### src/sv/rme_pkg.sv
`default_nettype none

package rme_pkg;

  // widths fixed by the item and register fields
  localparam int MSG_WIDTH         = 32;
  localparam int EXP_WIDTH         = 32;
  localparam int CFG_INDEX_WIDTH   = 2;
  localparam int MOD_WIDTH_DEFAULT = 32;

  // configuration register indexes
  localparam logic [CFG_INDEX_WIDTH-1:0] REG_MODULUS          = 2'd0;
  localparam logic [CFG_INDEX_WIDTH-1:0] REG_PUBLIC_EXPONENT  = 2'd1;
  localparam logic [CFG_INDEX_WIDTH-1:0] REG_PRIVATE_EXPONENT = 2'd2;

  // func field codes
  localparam logic FUNC_ENCRYPT = 1'b0;
  localparam logic FUNC_DECRYPT = 1'b1;

  // request to the shared modular multiply unit
  typedef struct packed {
    logic start;
    logic reduce_only;
  } mm_ctrl_t;

  // status back from the shared unit
  typedef struct packed {
    logic busy;
    logic done;
  } mm_status_t;

endpackage

`default_nettype wire

### src/sv/rme_channels.sv
`default_nettype none

interface rme_req_if;
  logic                           valid;
  logic                           ready;
  logic                           func;
  logic [rme_pkg::MSG_WIDTH-1:0]  message;

  modport source (output valid, output func, output message, input ready);
  modport sink   (input valid, input func, input message, output ready);
endinterface

interface rme_rsp_if;
  logic                           valid;
  logic                           ready;
  logic [rme_pkg::MSG_WIDTH-1:0]  result_value;

  modport source (output valid, output result_value, input ready);
  modport sink   (input valid, input result_value, output ready);
endinterface

interface rme_cfg_if;
  logic                                 valid;
  logic                                 ready;
  logic [rme_pkg::CFG_INDEX_WIDTH-1:0]  index;
  logic [rme_pkg::EXP_WIDTH-1:0]        data;

  modport source (output valid, output index, output data, input ready);
  modport sink   (input valid, input index, input data, output ready);
endinterface

`default_nettype wire

### src/sv/rsa_modular_exponentiation.sv
`default_nettype none

// channel    role    direction  payload
// request    sink    in         func, message
// response   source  out        result_value
// cfg        sink    in         index, data (modulus, public / private exponent)
//
// one item at a time; request is ready only while the sequencer is idle
// per item: unless the modulus is zero, the message is reduced first, then for each
//   exponent bit up to the highest set one a square of base with its step, plus a
//   multiply of acc by base where the bit is set
// all of this work runs on the shared multiply unit, which reduces one bit a cycle
// synchronous active-high reset; configuration registers return to 1, no clearing pass
// a finished result waits in the response register, a new item is taken meanwhile

module rsa_modular_exponentiation #(
  parameter int MOD_WIDTH = rme_pkg::MOD_WIDTH_DEFAULT
) (
  input  logic     clk,
  input  logic     rst,
  rme_req_if.sink  request,
  rme_rsp_if.source response,
  rme_cfg_if.sink  cfg
);

  localparam int EW = rme_pkg::EXP_WIDTH;
  localparam int MW = rme_pkg::MSG_WIDTH;

  // sequencer states
  localparam logic [2:0] S_IDLE = 3'd0;
  localparam logic [2:0] S_BASE = 3'd1;
  localparam logic [2:0] S_STEP = 3'd2;
  localparam logic [2:0] S_MUL  = 3'd3;
  localparam logic [2:0] S_SQR  = 3'd4;
  localparam logic [2:0] S_FIN  = 3'd5;

  logic [2:0]           state;

  // configuration registers, only the low bits of the modulus are kept
  logic [MOD_WIDTH-1:0] modulus;
  logic [EW-1:0]        public_exponent;
  logic [EW-1:0]        private_exponent;

  // working registers
  logic [EW-1:0]        expo;
  logic [MOD_WIDTH-1:0] acc;
  logic [MOD_WIDTH-1:0] base;
  logic                 rsp_valid;
  logic [MW-1:0]        rsp_value;

  logic                 req_accept;
  logic                 rsp_load;
  logic                 mod_zero;
  logic                 mod_one;

  rme_pkg::mm_ctrl_t    mm_ctrl;
  rme_pkg::mm_status_t  mm_status;
  logic [MOD_WIDTH-1:0] mm_op_a;
  logic [MOD_WIDTH-1:0] mm_result;

  assign request.ready         = (state == S_IDLE);
  assign req_accept            = request.valid && request.ready;
  assign response.valid        = rsp_valid;
  assign response.result_value = rsp_value;
  assign cfg.ready             = 1'b1;

  // result goes out once the response register is free
  assign rsp_load = (state == S_FIN) && (!rsp_valid || response.ready);

  assign mod_zero = (modulus == '0);
  assign mod_one  = (modulus == MOD_WIDTH'(1));

  // unit requests: message reduction on accept, multiply or square per exponent bit
  always_comb begin
    mm_ctrl.reduce_only = (state == S_IDLE);
    mm_ctrl.start       = (req_accept && !mod_zero)
                       || (state == S_STEP && expo != '0)
                       || (state == S_MUL && mm_status.done);
    // multiply acc by base when the bit is set, otherwise square base
    mm_op_a = (state == S_STEP && expo[0]) ? acc : base;
  end

  rme_modmul #(
    .MOD_WIDTH (MOD_WIDTH)
  ) u_modmul (
    .clk     (clk),
    .rst     (rst),
    .ctrl    (mm_ctrl),
    .op_a    (mm_op_a),
    .op_b    (base),
    .value   (request.message),
    .modulus (modulus),
    .status  (mm_status),
    .result  (mm_result)
  );

  always_ff @(posedge clk) begin
    if (rst) begin
      state            <= S_IDLE;
      rsp_valid        <= 1'b0;
      modulus          <= MOD_WIDTH'(1);
      public_exponent  <= EW'(1);
      private_exponent <= EW'(1);
    end else begin
      // register writes, indexes beyond the list are dropped
      if (cfg.valid) begin
        unique case (cfg.index)
          rme_pkg::REG_MODULUS:          modulus          <= cfg.data[MOD_WIDTH-1:0];
          rme_pkg::REG_PUBLIC_EXPONENT:  public_exponent  <= cfg.data;
          rme_pkg::REG_PRIVATE_EXPONENT: private_exponent <= cfg.data;
          default: ;
        endcase
      end

      if (rsp_load) begin
        rsp_valid <= 1'b1;
      end else if (response.ready) begin
        rsp_valid <= 1'b0;
      end

      unique case (state)
        S_IDLE: begin
          if (req_accept) begin
            expo  <= (request.func == rme_pkg::FUNC_DECRYPT) ? private_exponent
                                                             : public_exponent;
            // one mod n, which is zero for a modulus of one
            acc   <= (mod_zero || mod_one) ? '0 : MOD_WIDTH'(1);
            // no reduction without a modulus: straight to a zero result
            state <= mod_zero ? S_FIN : S_BASE;
          end
        end
        S_BASE: begin
          if (mm_status.done) begin
            base  <= mm_result;
            state <= S_STEP;
          end
        end
        S_STEP: begin
          if (expo == '0) begin
            state <= S_FIN;
          end else if (expo[0]) begin
            state <= S_MUL;
          end else begin
            state <= S_SQR;
          end
        end
        S_MUL: begin
          // the square is started in the same cycle
          if (mm_status.done) begin
            acc   <= mm_result;
            state <= S_SQR;
          end
        end
        S_SQR: begin
          if (mm_status.done) begin
            base  <= mm_result;
            expo  <= expo >> 1;
            state <= S_STEP;
          end
        end
        S_FIN: begin
          // hold until the response register is free
          if (rsp_load) begin
            rsp_value <= MW'(acc);
            state     <= S_IDLE;
          end
        end
        default: state <= S_IDLE;
      endcase
    end
  end

endmodule

`default_nettype wire

### src/sv/rme_modmul.sv
`default_nettype none

module rme_modmul #(
  parameter int MOD_WIDTH = rme_pkg::MOD_WIDTH_DEFAULT
) (
  input  logic                          clk,
  input  logic                          rst,
  input  rme_pkg::mm_ctrl_t             ctrl,
  input  logic [MOD_WIDTH-1:0]          op_a,
  input  logic [MOD_WIDTH-1:0]          op_b,
  input  logic [rme_pkg::MSG_WIDTH-1:0] value,
  input  logic [MOD_WIDTH-1:0]          modulus,
  output rme_pkg::mm_status_t           status,
  output logic [MOD_WIDTH-1:0]          result
);

  localparam int PW    = 2 * MOD_WIDTH;
  localparam int SW    = rme_pkg::MSG_WIDTH;
  localparam int CNT_W = $clog2(SW + 1);

  localparam logic U_IDLE   = 1'b0;
  localparam logic U_REDUCE = 1'b1;

  logic             phase;
  logic             done;
  logic [CNT_W-1:0] cnt;
  logic [MOD_WIDTH-1:0] rem;
  logic [SW-1:0]        shreg;

  logic [PW-1:0]        prod;
  logic [MOD_WIDTH:0]   trial;
  logic [MOD_WIDTH:0]   diff;

  // operands are below the modulus, so the high half is already reduced
  assign prod  = PW'(op_a) * PW'(op_b);
  assign trial = {rem, shreg[SW-1]};
  assign diff  = trial - {1'b0, modulus};

  always_ff @(posedge clk) begin
    if (rst) begin
      phase <= U_IDLE;
      done  <= 1'b0;
    end else begin
      // pulse after the last division step
      done <= (phase == U_REDUCE) && (cnt == CNT_W'(1));
      unique case (phase)
        U_IDLE: begin
          if (ctrl.start) begin
            phase <= U_REDUCE;
            if (ctrl.reduce_only) begin
              rem   <= '0;
              shreg <= value;
              cnt   <= CNT_W'(SW);
            end else begin
              rem   <= prod[PW-1:MOD_WIDTH];
              shreg <= SW'(prod[MOD_WIDTH-1:0]) << (SW - MOD_WIDTH);
              cnt   <= CNT_W'(MOD_WIDTH);
            end
          end
        end
        U_REDUCE: begin
          // one restoring division step a cycle
          if (trial >= {1'b0, modulus}) begin
            rem <= diff[MOD_WIDTH-1:0];
          end else begin
            rem <= trial[MOD_WIDTH-1:0];
          end
          shreg <= shreg << 1;
          cnt   <= cnt - CNT_W'(1);
          if (cnt == CNT_W'(1)) begin
            phase <= U_IDLE;
          end
        end
        default: phase <= U_IDLE;
      endcase
    end
  end

  assign status.busy = (phase == U_REDUCE);
  assign status.done = done;
  assign result      = rem;

endmodule

`default_nettype wire
### src/flat_wrapper.sv
// flat-port wrapper written by rule: the top's interface ports become plain ports
module rsa_modular_exponentiation_flat 
#(
  parameter int MOD_WIDTH = rme_pkg::MOD_WIDTH_DEFAULT
)
  (clk, rst, request_valid, request_func, request_message, request_ready, response_valid, response_result_value, response_ready, cfg_valid, cfg_index, cfg_data, cfg_ready);
  rme_req_if request_i ();
  rme_rsp_if response_i ();
  rme_cfg_if cfg_i ();
  input  logic clk;
  input  logic rst;
  input wire logic [$bits(request_i.valid)-1:0] request_valid;
  input wire logic [$bits(request_i.func)-1:0] request_func;
  input wire logic [$bits(request_i.message)-1:0] request_message;
  output wire logic [$bits(request_i.ready)-1:0] request_ready;
  output wire logic [$bits(response_i.valid)-1:0] response_valid;
  output wire logic [$bits(response_i.result_value)-1:0] response_result_value;
  input wire logic [$bits(response_i.ready)-1:0] response_ready;
  input wire logic [$bits(cfg_i.valid)-1:0] cfg_valid;
  input wire logic [$bits(cfg_i.index)-1:0] cfg_index;
  input wire logic [$bits(cfg_i.data)-1:0] cfg_data;
  output wire logic [$bits(cfg_i.ready)-1:0] cfg_ready;
  assign request_i.valid = request_valid;
  assign request_i.func = request_func;
  assign request_i.message = request_message;
  assign request_ready = request_i.ready;
  assign response_valid = response_i.valid;
  assign response_result_value = response_i.result_value;
  assign response_i.ready = response_ready;
  assign cfg_i.valid = cfg_valid;
  assign cfg_i.index = cfg_index;
  assign cfg_i.data = cfg_data;
  assign cfg_ready = cfg_i.ready;
  rsa_modular_exponentiation #(.MOD_WIDTH(MOD_WIDTH)) u_core (.clk(clk), .rst(rst), .request(request_i), .response(response_i), .cfg(cfg_i));
endmodule
### config.mk
export PLATFORM = sky130hd
export DESIGN_NAME = rsa_modular_exponentiation_flat
export DESIGN_NICKNAME = d
export VERILOG_FILES = /design/src/sv/rme_pkg.sv /design/src/sv/rme_channels.sv /design/src/sv/rsa_modular_exponentiation.sv /design/src/sv/rme_modmul.sv /design/src/flat_wrapper.sv
export SDC_FILE = /design/constraint.sdc
export NUM_CORES = 2
export LEC_CHECK = 0
export BUFFER_PORTS_ARGS = -buffer_cell sky130_fd_sc_hd__buf_2
export CAP_MARGIN = 10
export CORE_MARGIN = 3
export CORE_UTILIZATION = 58
export CTS_CLUSTER_DIAMETER = 200
export DETAILED_ROUTE_END_ITERATION = 16
export MAX_ROUTING_LAYER = met4
export PLACE_DENSITY = 0.75
export SYNTH_ARGS = -nofsm -noshare
export SYNTH_HDL_FRONTEND = slang
export SYNTH_HIERARCHICAL = 1
export SYNTH_SLANG_ARGS = --single-unit
### constraint.sdc
create_clock -name clk -period 9.3 [get_ports clk]
set_input_delay 1.86 -clock clk [delete_from_list [all_inputs] [get_ports clk]]
set_output_delay 1.86 -clock clk [all_outputs]
set_load 0.01 [all_outputs]
Yosys cells after proc, flatten, opt, wreduce, memory -nomap -nowiden
Cells that the tools add are included.
- input bits: 72
- bits in registers: 300
- logic and storage cells: 97
- reductions and logical operators: 31
- bitwise gates (word level): 2
- multiplexer cells: 31
- equality and inequality tests: 15
- $add $sub $neg: 2
- multipliers: 1
- magnitude comparators: 1
- operator list (operator ; count):
    2-to-1 mux 32 bit ; 11
    one-hot mux 32 bit (2 select lines) ; 4
    logical NOT 32 bit ; 2
    multiplier 32 x 32 -> 64 bit ; 1
    >= comparator 33 x 32 -> 1 bit ; 1
    == test 32 x 1 -> 1 bit, second input constant ; 1
    nonzero test 32 bit ; 1
    subtractor 32 bit ; 1
    2-to-1 mux 3 bit ; 7
    one-hot mux 3 bit (5 select lines) ; 1
    one-hot mux 6 bit (2 select lines) ; 1
    AND reduction 4 bit ; 3
    AND reduction 2 bit ; 4
    logical AND 1 bit ; 7
    == test 3 x 2 -> 1 bit, second input constant ; 2
    == test 3 bit, second input constant ; 2
    == test 6 x 1 -> 1 bit, second input constant ; 1
    2-to-1 mux 6 bit ; 1
    != test 2 x 1 -> 1 bit, second input constant ; 3
    != test 2 bit, second input constant ; 3
    AND reduction 3 bit ; 2
    nonzero test 2 bit ; 3
    subtractor 6 x 1 -> 6 bit, second input constant ; 1
    2-to-1 mux 1 bit ; 5
    10 further kinds ; 15

Longest topological paths before layout
- depth after elaboration: 7
- gate-level depth with buffers: 32

Modules after synthesis
Netlist, hierarchy kept.
- modules (own cells, without submodules) (module ; cells an instance ; area an instance (um^2) ; instances):
    rme_modmul ; 4319 ; 38996.2 ; 1
    rsa_modular_exponentiation ; 808 ; 9095.0 ; 1

Worst setup path before layout
Ideal clock, no wire load.
- kind: reg-to-reg
- start: reg u_core.state[1]
- end: reg u_core.u_modmul.rem[31], in the netlist u_core/u_modmul/result[31], data pin
- data required time: 9027 ps
- cell stages (with the launch flop): 31
- library setup time: 273 ps
- arrival: 7665 ps
- setup slack: 1362 ps
- cell sequence: dfxtp_1 buf_4 and4bb_1 buf_6 buf_6 mux2_4 clkbuf_1 and2_1 fa_1 fa_1 inv_1 fa_1 fa_1 inv_1 fa_1 fa_1 fa_1 inv_1 fa_1 inv_1 ha_1 buf_2 a21o_1 a21oi_1 o21bai_1 a221oi_1 o2111ai_1 a221o_1 a41oi_2 xnor2_1 o32ai_1
- cells in the longest elaborated chain, start to end: 7
- elaborated cells between the ends (all ways): 8
- those cells by class: mul (1); eq/ne (1); mux (4); reduce/logical (2)
- RTL lines (item ; line ; RTL):
    from (decl) ; rsa_modular_exponentiation.sv:37 ; logic [2:0] state;
    from (signal assigned) ; rsa_modular_exponentiation.sv:129 ; state <= mod_zero ? S_FIN : S_BASE;
    == test 3 x 2 -> 1 bit ; rsa_modular_exponentiation.sv:80 ; mm_op_a = (state == S_STEP && expo[0]) ? acc : base;
    logical AND 1 bit ; rsa_modular_exponentiation.sv:80 ;
    2-to-1 mux 32 bit ; rsa_modular_exponentiation.sv:80 ;
    via u_core.mm_op_a[26] ; rsa_modular_exponentiation.sv:58 ; logic [MOD_WIDTH-1:0] mm_op_a;
    multiplier 32 x 32 -> 64 bit ; rme_modmul.sv:35 ; assign prod = PW'(op_a) * PW'(op_b);
    2-to-1 mux 32 bit ; rme_modmul.sv:50 ; if (ctrl.reduce_only) begin
    2-to-1 mux 32 bit ; rme_modmul.sv:48 ; if (ctrl.start) begin
    one-hot mux 32 bit (2 select lines) ; rme_modmul.sv:46 ; unique case (phase)
    to (signal assigned) ; rme_modmul.sv:55 ; rem <= prod[PW-1:MOD_WIDTH];
    to (signal assigned) ; rme_modmul.sv:64 ; rem <= diff[MOD_WIDTH-1:0];
    to (signal assigned) ; rme_modmul.sv:66 ; rem <= trial[MOD_WIDTH-1:0];
    to (decl) ; rme_modmul.sv:27 ; logic [MOD_WIDTH-1:0] rem;
The timed path passes the listed nets, and every way through them passes these cells. The select of a mux whose other input is x is not followed.
A chain may end at the register's enable or synchronous reset.

Worst setup path in the final report
- start: reg u_core.state[0]
- end: reg u_core.u_modmul.rem[1], in the netlist u_core/u_modmul/result[1], data pin
Same word-level chain as after synthesis.

==> impl_metrics.py <==
metrics = {
    "global_routing": {
        "grt_overflow": 0,
        "grt_max_degree": 97,
        "grt_pass1_wl_um": 206000,
        "antenna_found_initial": 3,
        "grtUsageMet2": 0.516,
        "top_usage_layer": "met2",
        "grt_pass1_vias": 37300,
        "grt_use_met3": 0.0465,
        "grt_usage": 0.314,
        "met1_usage": 0.410,
    },
    "clock_tree": {
        "cts-root-buf": "clkbuf_16",
        "clockBufferDepth": 3,
        "numCtsBuffers": 30,
        "cts_tree": "built",
        "cts_num_sinks": 300,
        "cts_max_level": 1,
        "post-cts-setup-buffer-count": 0,
        "clk_pin_slew_ns": 0.06,
        "postCtsHoldBufs": 0,
        "clkLatencyLatePin_ns": 0.59,
        "cts_resized": 0,
    },
    "cells_and_area": {
        "multi_input_area_mm2": 0.0355,
        "final_common_cell": "inv_1",
        "final_nets": 6293,
        "seqCellArea_mm2": 0.00799,
        "final_cells": 6113,
        "fillers": 6808,
        "drive_above_1_share": 0.0610,
        "final_cell_mix": "905 x inv_1, 897 x fa_1, 778 x nand2_1",
        "syn_to_final_growth_pct": 4.70,
        "fin_area_mm2": 0.0503,
        "fin_util": 0.619,
    },
    "detailed_routing": {
        "drt-total-wl_um": 128000,
        "drcViolationCount": 0,
        "wl_per_cell_um": 20.9,
        "vias_per_cell": 5.77,
        "drtIter0Drc": 3126,
        "drt_first_pass_iters": 8,
        "ant_nets": 0,
        "vias": 35300,
    },
    "setup_path": {
        "max_stage_delay_ns": 0.56,
        "required_ns": 9.61,
        "end_kind": "register",
        "path_cells": "and4bb_4, buf_12, mux2_4, and2_1, fa_1, fa_1, inv_1, fa_1, fa_1, inv_1, fa_1, fa_1, fa_1, fa_1, ha_1, a21oi_1, o211ai_1, o21bai_1, o21ba_2, o31ai_1, nand2b_1, a21oi_1, xor2_1, o22ai_1",
        "crit_path_top_delay_cell": "fa_1",
        "cp-start-kind": "register",
        "critPathKind": "register to register",
        "critPathArrivalTime_ns": 9.39,
        "cpMostUsedCell": "fa_1",
        "crit_fanout": 32,
    },
    "power_and_ir_drop": {
        "power_frac_comb": 0.196,
        "p_total_mw": 3.49,
        "p_leak_nw": 23.5,
        "clkPwrFrac": 0.357,
        "p_int_mw": 2.47,
        "p_sw_mw": 1.02,
        "irDropWorstVdd_v": 0.000157,
        "pwr-share-seq": 0.447,
        "power-per-cell-area_mw_per_mm2": 69.4,
        "power_switching_share": 0.293,
    },
    "status": {
        "status": "complete, no violations",
    },
    "timing": {
        "slew_viol_final": 0,
        "worstMarginPinSlew_ns": 1.16,
        "rsz0062_at_grt": "false",
        "period_share": 0.977,
        "hold_violations": 0,
        "fmax_mhz": 110,
        "setup_violations": 0,
        "skew_ns": 0.0276,
        "fin_tns_setup_ns": 0,
        "fin_crit_ns": 9.08,
        "slew_headroom": 0.225,
    },
    "die": {
        "die_w_um": 294,
        "fp-row-count": 104,
        "start_util": 0.591,
        "die_h_um": 294,
        "core_area_mm2": 0.0813,
        "dieArea_mm2": 0.0864,
        "pin_count": 107,
    },
    "placed_design": {
        "dp_hpwl_um": 98500,
        "routabilityCongestion": 0.954,
        "placed_cells": 6055,
        "io_buffers": 105,
        "placed_area_mm2": 0.0493,
    },
    "synth": {
        "syn_inst": 5126,
        "synth_fp_nets": 6392,
        "synth_area_mm2": 0.0481,
        "syn-mean-instance-area_um2": 9.38,
        "ys_warn_count": 6,
    },
    "worst_hold_path": {
        "hp-class": "register to register",
    },
    "run": {
        "maxCapViolations": 0,
    },
}
==> stage by stage <==
stage / setup slack [ns] / hold WS [ns]
global placement: 0.272 / 0.430
CTS: 0.159 / 0.455
floorplan: 1.36 / 0.420
global route: 0.000693 / 0.466
detailed placement: 0.183 / 0.438
finish: 0.218 / 0.455
==> power by group through the flow <==
| stage | clock network, mW | registers (mW) | logic, mW |
|---|---|---|---|
| detailed placement | 0 | 1.59 | 0.666 |
| global route | 1.32 | 1.57 | 0.744 |
| global placement | 0 | 1.59 | 0.659 |
| finish | 1.25 | 1.56 | 0.684 |
| floorplan | 0 | 1.56 | 0.479 |
| CTS | 1.26 | 1.56 | 0.671 |
==> sequential cells by signal (all words and copies together) (netlist names) <==
signal                        cells
u_core/acc                       32
u_core/base                      32
u_core/expo                      32
u_core/modulus                   32
u_core/private_exponent          32
u_core/public_exponent           32
u_core/response.result_value     32
u_core/u_modmul/result           32
u_core/u_modmul/shreg            32
u_core/u_modmul/cnt               6
u_core/state                      3
u_core/response.valid             1
u_core/u_modmul/done              1
u_core/u_modmul/phase             1
==> layout make-up <==
class	count	area share
clock buffers	40	0.0171
clock inverters	16	0.00333
flip-flops and latches	300	0.159
repair buffers	178	0.0216
inverters	908	0.0677
diodes	2	0.0000994
well taps	1060	0.0263
multi-input cells	3609	0.705
==> per-layer routing <==
metal,wire (um),part of all wire
met2,62500,0.49
met4,4220,0.033
met1,50900,0.40
met5,0,0
met3,10100,0.079
==> final timing paths <==
check | start | end | slack (ns) | cells after the start
min | u_core/public_exponent[4]$_SDFFE_PP0P_ | u_core/public_exponent[4]$_SDFFE_PP0P_ | 0.46 | 2
max reg2reg | u_core/state[0]$_SDFFE_PP0P_ | u_core/u_modmul/result[1]$_DFFE_PP_ | 0.22 | 24
min reg2reg | u_core/public_exponent[4]$_SDFFE_PP0P_ | u_core/public_exponent[4]$_SDFFE_PP0P_ | 0.46 | 2
max | u_core/state[0]$_SDFFE_PP0P_ | u_core/u_modmul/result[1]$_DFFE_PP_ | 0.22 | 24
==> critical path, delay by kind of cell, from the launching register on <==
kind                     cells  cell delay [ns]
adder cells (fa/ha/maj)      9             4.50
AO/OA/AOI/OAI                7             1.82
AND/OR/NAND/NOR              3             0.86
multiplexers                 1             0.51
XOR/XNOR                     1             0.43
buffers and inverters        3             0.36
flip-flops                   1             0.31
No activity file was read; power rests on OpenSTA's default activity.
